$ cat config.mk
export PLATFORM = sky130hd
export DESIGN_NAME = cemt_front
export DESIGN_NICKNAME = d
export VERILOG_FILES = /design/src/cemt_pkg.sv /design/src/cemt_front.sv
export SDC_FILE = /design/constraint.sdc
export NUM_CORES = 1
export LEC_CHECK = 0
export ABC_AREA = 1
export BUFFER_PORTS_ARGS = -buffer_cell sky130_fd_sc_hd__buf_2
export CAP_MARGIN = 20
export CORE_MARGIN = 2
export CORE_UTILIZATION = 47
export DETAILED_ROUTE_END_ITERATION = 6
export PLACE_DENSITY = 0.83
export SYNTH_ARGS = -nofsm -noshare
export SYNTH_HDL_FRONTEND = slang
export SYNTH_SLANG_ARGS = --single-unit
$ cat constraint.sdc
create_clock -name clock -period 8.5 [get_ports clock]
set_input_delay 1.7 -clock clock [delete_from_list [all_inputs] [get_ports clock]]
set_output_delay 1.7 -clock clock [all_outputs]
set_load 0.02 [all_outputs]
$ cat src/cemt_pkg.sv
// Package: types and constants of the edge merge table
`default_nettype none
package cemt_pkg;
   localparam logic [2:0] ST_INSERTED = 3'd0;
   localparam logic [2:0] ST_MERGED   = 3'd1;
   localparam logic [2:0] ST_CONFIRM  = 3'd2;
   localparam logic [2:0] ST_MISMATCH = 3'd3;
   localparam logic [2:0] ST_IGNORED  = 3'd4;
   localparam logic [2:0] ST_FULL     = 3'd5;
   localparam logic [2:0] ST_PURGED   = 3'd6;
   localparam logic [10:0] COUNT_MAX = 11'd2047;
   localparam logic [31:0] HASH_MUL = 32'h9E3779B1;
   localparam logic [7:0] GAP_TOL_RESET = 8'd2;
   localparam logic CMD_MERGE = 1'b0;
   localparam logic CMD_PURGE = 1'b1;

   typedef struct packed {
      logic        cmd;
      logic [63:0] key;
      logic [1:0]  ends;
      logic        kind;
      logic [31:0] gap;
      logic [15:0] support;
      logic [15:0] aln_len;
      logic [15:0] align_score;
      logic [7:0]  reads;
   } item_type;

   typedef struct packed {
      logic [1:0]  ends;
      logic        kind;
      logic [31:0] gap;
      logic [15:0] support;
      logic [15:0] aln_len;
      logic [15:0] align_score;
      logic [1:0]  flags;
      logic [7:0]  reads;
   } entry_type;

   typedef struct packed {
      logic [2:0]  status;
      logic [15:0] support;
      logic [31:0] gap;
      logic        conflict;
      logic [10:0] mis;
      logic [10:0] con;
      logic [10:0] emp;
   } result_type;

   typedef enum logic [3:0] {
      BK_CLEAR, BK_IDLE, BK_HASH, BK_PROBE_RD, BK_PROBE_CHK, BK_DECIDE, BK_WRITE,
      BK_PURGE_RD, BK_PURGE_CHK, BK_OUT
   } back_state_type;
endpackage
`default_nettype wire

$ cat src/cemt_front.sv
// Front: accepts items into a two-entry queue
`default_nettype none
module cemt_front (
   input  wire logic clock,
   input  wire logic reset,
   input  wire logic req_valid,
   output logic      req_stall,
   input  wire cemt_pkg::item_type in_item,
   output logic      q_valid,
   input  wire logic q_take,
   output cemt_pkg::item_type q_item
);
   import cemt_pkg::*;
   item_type   buf_ff [2];
   logic       rd_ptr_ff, rd_ptr_in, wr_ptr_ff, wr_ptr_in;
   logic [1:0] cnt_ff, cnt_in;
   logic       push, pop;

   assign req_stall = (cnt_ff == 2'd2);
   assign push = req_valid && !req_stall;
   assign pop = q_take && q_valid;
   assign q_valid = (cnt_ff != 2'd0);
   assign q_item = buf_ff[rd_ptr_ff];

   always_comb begin
      rd_ptr_in = pop ? ~rd_ptr_ff : rd_ptr_ff;
      wr_ptr_in = push ? ~wr_ptr_ff : wr_ptr_ff;
      cnt_in = cnt_ff + {1'b0, push} - {1'b0, pop};
   end

   always_ff @(posedge clock) begin
      if (reset) begin
         rd_ptr_ff <= 1'b0;
         wr_ptr_ff <= 1'b0;
         cnt_ff <= 2'd0;
      end else begin
         rd_ptr_ff <= rd_ptr_in;
         wr_ptr_ff <= wr_ptr_in;
         cnt_ff <= cnt_in;
      end
   end

   always_ff @(posedge clock) begin
      if (push) begin
         buf_ff[wr_ptr_ff] <= in_item;
      end
   end
endmodule
`default_nettype wire

### Yosys cells after proc, flatten, opt, wreduce, memory -nomap -nowiden

Memories as Yosys holds them, arrays and structs flattened. A register that Yosys moved wholly into a read port is not among the register bits.
Cells that the tools add are included.

* output and inout bits: 158
* bits of input ports: 160
* memories kept: 1
* logic and storage cells: 17
* memory bits (read-only): 0
* memory bits (writable): 312
* bits in registers: 4
* latch bits: 0

* multipliers: 0
* bitwise operators: 2
* divide/modulo/power cells: 0
* reductions and logical operators: 4
* add/sub/neg operators: 2
* eq/ne operators: 1
* muxes and demuxes: 4
* $lt $le $gt $ge: 0
* shift operators: 0

Memories
* buf_ff: words 2, width 156, read ports 1, clocked after memory_dff 1, wr ports 1, line cemt_front.sv:14 `item_type buf_ff [2];`

Operators with widths (number)
* two-way mux 1 bit: 4
* adder 2 x 1 -> 2 bit: 1
* equality test 2 bit, second input constant: 1
* logical AND 1 bit: 2
* inverter 1 bit: 2
* nonzero test 2 bit: 1
* subtractor 2 x 1 -> 2 bit: 1
* zero test 1 bit: 1

### Longest topological paths before layout

* depth in word-level cells: 5
* gate-level depth with buffers: 11
* gate-level depth less buffers: 11

### Worst setup path before layout

OpenSTA, ideal clock, no wires.

* kind: input port to flip-flop
* from: in req_valid
* to: mem buf_ff[0][0] in the netlist's numbering (enable)
* data arrival time: 8243 ps
* stages: 2
* data required time: 7827 ps
* buffers on the path: 0
* slack: -416 ps
* library setup time: 673 ps
* path through: nand2_1 -> nor2_1

* word-level cells in the longest chain between the ends: 3

RTL lines
* start, declared: line cemt_front.sv:6 `input wire logic req_valid,`
* logical AND 1 bit: line cemt_front.sv:20 `assign push = req_valid && !req_stall;`
* two-way mux 1 bit: line cemt_front.sv:44 `if (push) begin`
* two-way mux 1 bit (implied by the code): line cemt_front.sv:45 `buf_ff[wr_ptr_ff] <= in_item;`
* end, declared: line cemt_front.sv:14

Every way passes these cells.

==> results.cfg <==
[finish]
regArea_um2 = 9470
fillers = 1767
nets = 1022
area_delta_synth_final_pct = 24.2
multi_input_area_um2 = 1880
stdcell_count = 1198
diodes = 0
fin_util_pct = 59.2
final_layout_size_suffix_gt1_share_pct = 59.3

[sta]
max_slew_margin_pct = 34.1
layout_min_cycle_time_ns = 4.20
fin_skew_ns = 0.0133
worst_slew_pin_slew_ns = 0.989
setup_tns_ns = 0
fmaxAchievable_mhz = 238
drv_slew = 0
holdWs_ns = 0.506
setup_viol_count_final = 0
hold_viol_final = 0
rsz0062_at_grt = false
period_share_pct = 49.4

[clock_tree]
cts.clk_slew.worst_paths_ns = 0.06
clockRootBuffer = clkbuf_16
htreeDepth = 1
cts_resized = 0
post_cts_buffers = 0
cts_inserted_buffers = 30
cts_tree = done
postCtsHoldBufs = 0
cts_sinks = 317
clock_latency_ns = 0.54
clk_path_buf_depth = 3

[logic_synthesis]
ys_ff_latch = 317
synth_edf_count = 312
yosysSeqAreaShare_pct = 81.9
postSynthNetCount = 685
avgSynthCellArea_um2 = 22.1
synthCells = 523
synth_cell_types = 11
yosys_warnings = 0
yosysMostFrequentCell = edfxtp_1
netlist_top_cells_count = edfxtp_1 (312), mux2_2 (156), buf_6 (16)
synth_ff_type = edfxtp_1
synth_area_um2 = 11600
synth_area_leaders = edfxtp_1 (81%), mux2_2 (15%), buf_6 (1.6%), dfxtp_1 (0.87%), inv_1 (0.29%)
synth_top_area_share_pct = 81.1
synth_top_area_cell = edfxtp_1
async_flop_share_pct = 0

[worst_hold_path]
hp-class = flip-flop to flip-flop
min_path_cells = 2
hp-start = rd_ptr_ff$_SDFFE_PP0P_

[critical_path]
worstPathMaxFanout = 74
cp.required_ns = 6.80
rrSetupSlack_ns = 5.93
cp-start-kind = flip-flop
path_class = flip-flop to output port
rr_endpoint = buf_ff[1][129]$_DFFE_PP_
cp_data_arrival_time_ns = 2.50
r2r-start = cnt_ff[0]$_SDFF_PP0_
ff2ff_path_depth = 5
cp-end-kind = output port

[routing]
post_drt_wl_per_cell_um = 17.7
drc = 0
wirelength_um = 21200
viasPerCell = 4.96
via_count = 5947
ant_nets = 0
drtIter0Drc = 323
drt_first_pass_iters = 4

[outcome]
status = finished, final reports clean

[die]
dieArea_um2 = 25900
die_w_um = 161
core_um2 = 24200
initial_utilization_pct = 47.7
io_pins = 318
fp-row-count = 57
dieHeight_um = 161

[power]
p_leak_nw = 5.36
p_per_area_nw_per_um2 = 306
vdd_drop_max_mv = 0.183

[global_routing]
grt_max_degree = 122
antenna_found_initial = 0
grt_pass1_wl_um = 31900
grt_pass1_vias = 6186
track_usage_pct = 15.6
grt_overflow = 0

[placement]
place_inst = 1151
place_hpwl_um = 13900
gp_congestion = 0.733
port_buffers = 317

[run]
drv_cap = 0
-- metal layers --
metal  share of wire (%)  global-route usage, %  wire length, µm  vias to the layer above
met1                  37                   17.9             7890                     2911
met5                   0                      0                0                        -
met2                  52                   27.9            10900                      261
li1                    -                      -                -                     2732
met4                 2.5                   5.11              530                        0
met3                 8.9                   4.91             1880                       43
-- state kept, by name, summed over array words and instances, names as in the netlist, named ones only --
register and flops:
buf_ff 312, cnt_ff 2, rd_ptr_ff 1, wr_ptr_ff 1
-- power by group --
| part | internal [mW] | total [mW] | switching, mW |
|---|---|---|---|
| Combinational | 0.422 | 1.11 | 0.685 |
| Sequential | 1.98 | 2.04 | 0.0572 |
| Clock | 0.745 | 1.25 | 0.504 |
| Total | 3.15 | 4.39 | 1.25 |
-- placed cells by master, fill, tap and decap left out --
master / instances
clkinv_2: 2
ha_1: 2
edfxtp_1: 312
nor2_4: 1
nand3_1: 3
buf_12: 2
clkinvlp_4: 1
inv_6: 1
buf_2: 317
mux2_2: 156
clkbuf_1: 7
clkinv_1: 2
bufinv_16: 3
nand2_1: 8
inv_1: 8
dfxtp_4: 1
a21oi_1: 2
nor2_1: 8
dfxtp_1: 4
clkbuf_16: 31
buf_4: 3
-- worst max-delay path by stage --
stage | start | end | slack (ns) | depth (start not counted)
finish | flip-flop | q_item[57] | 4.30 | 3
global route | flip-flop | q_item[66] | 4.18 | 3
CTS | flip-flop | q_item[26] | 4.28 | 3
detailed placement | req_valid | buf_ff[1][116]$_DFFE_PP_ | 4.58 | 4
global placement | req_valid | buf_ff[1][34]$_DFFE_PP_ | 4.57 | 4
floorplan | req_valid | buf_ff[0][0]$_DFFE_PP_ | 2.22 | 2
-- final cells by class --
class,count,share of cell area [%]
multi-input combinational,180,13.1
tap,324,2.82
inverter,9,0.270
clock buffer,38,5.58
timing repair buffer,322,11.5
clock inverter,8,0.802
sequential,317,66.0
-- cells by family after synthesis --
kind of cell             share of synthesized area (%)
AND/OR/NAND/NOR                                  0.682
buffers and inverters                             1.89
multiplexers                                      15.2
adder cells (fa/ha/maj)                          0.216
AO/OA/AOI/OAI                                   0.0866
flip-flops                                        81.9
-- worst max-delay path, cell delays in order, from the launching register on --
cell	delay [ns]
dfxtp_4	0.50
buf_4	0.77
mux2_2	0.43
buf_2	0.16
-- stage by stage --
stage | instance area, µm² | power, mW | worst slack, ns
3_5_place_dp | 13400 | 3.18 | 4.58
5_1_grt | 14400 | 4.58 | 4.18
2_1_floorplan | 11600 | 2.87 | 2.22
4_1_cts | 14300 | 4.44 | 4.28
3_3_place_gp | 13400 | 3.15 | 4.57
6_report | 14400 | 4.39 | 4.30
No activity file was read; power rests on OpenSTA's default activity.
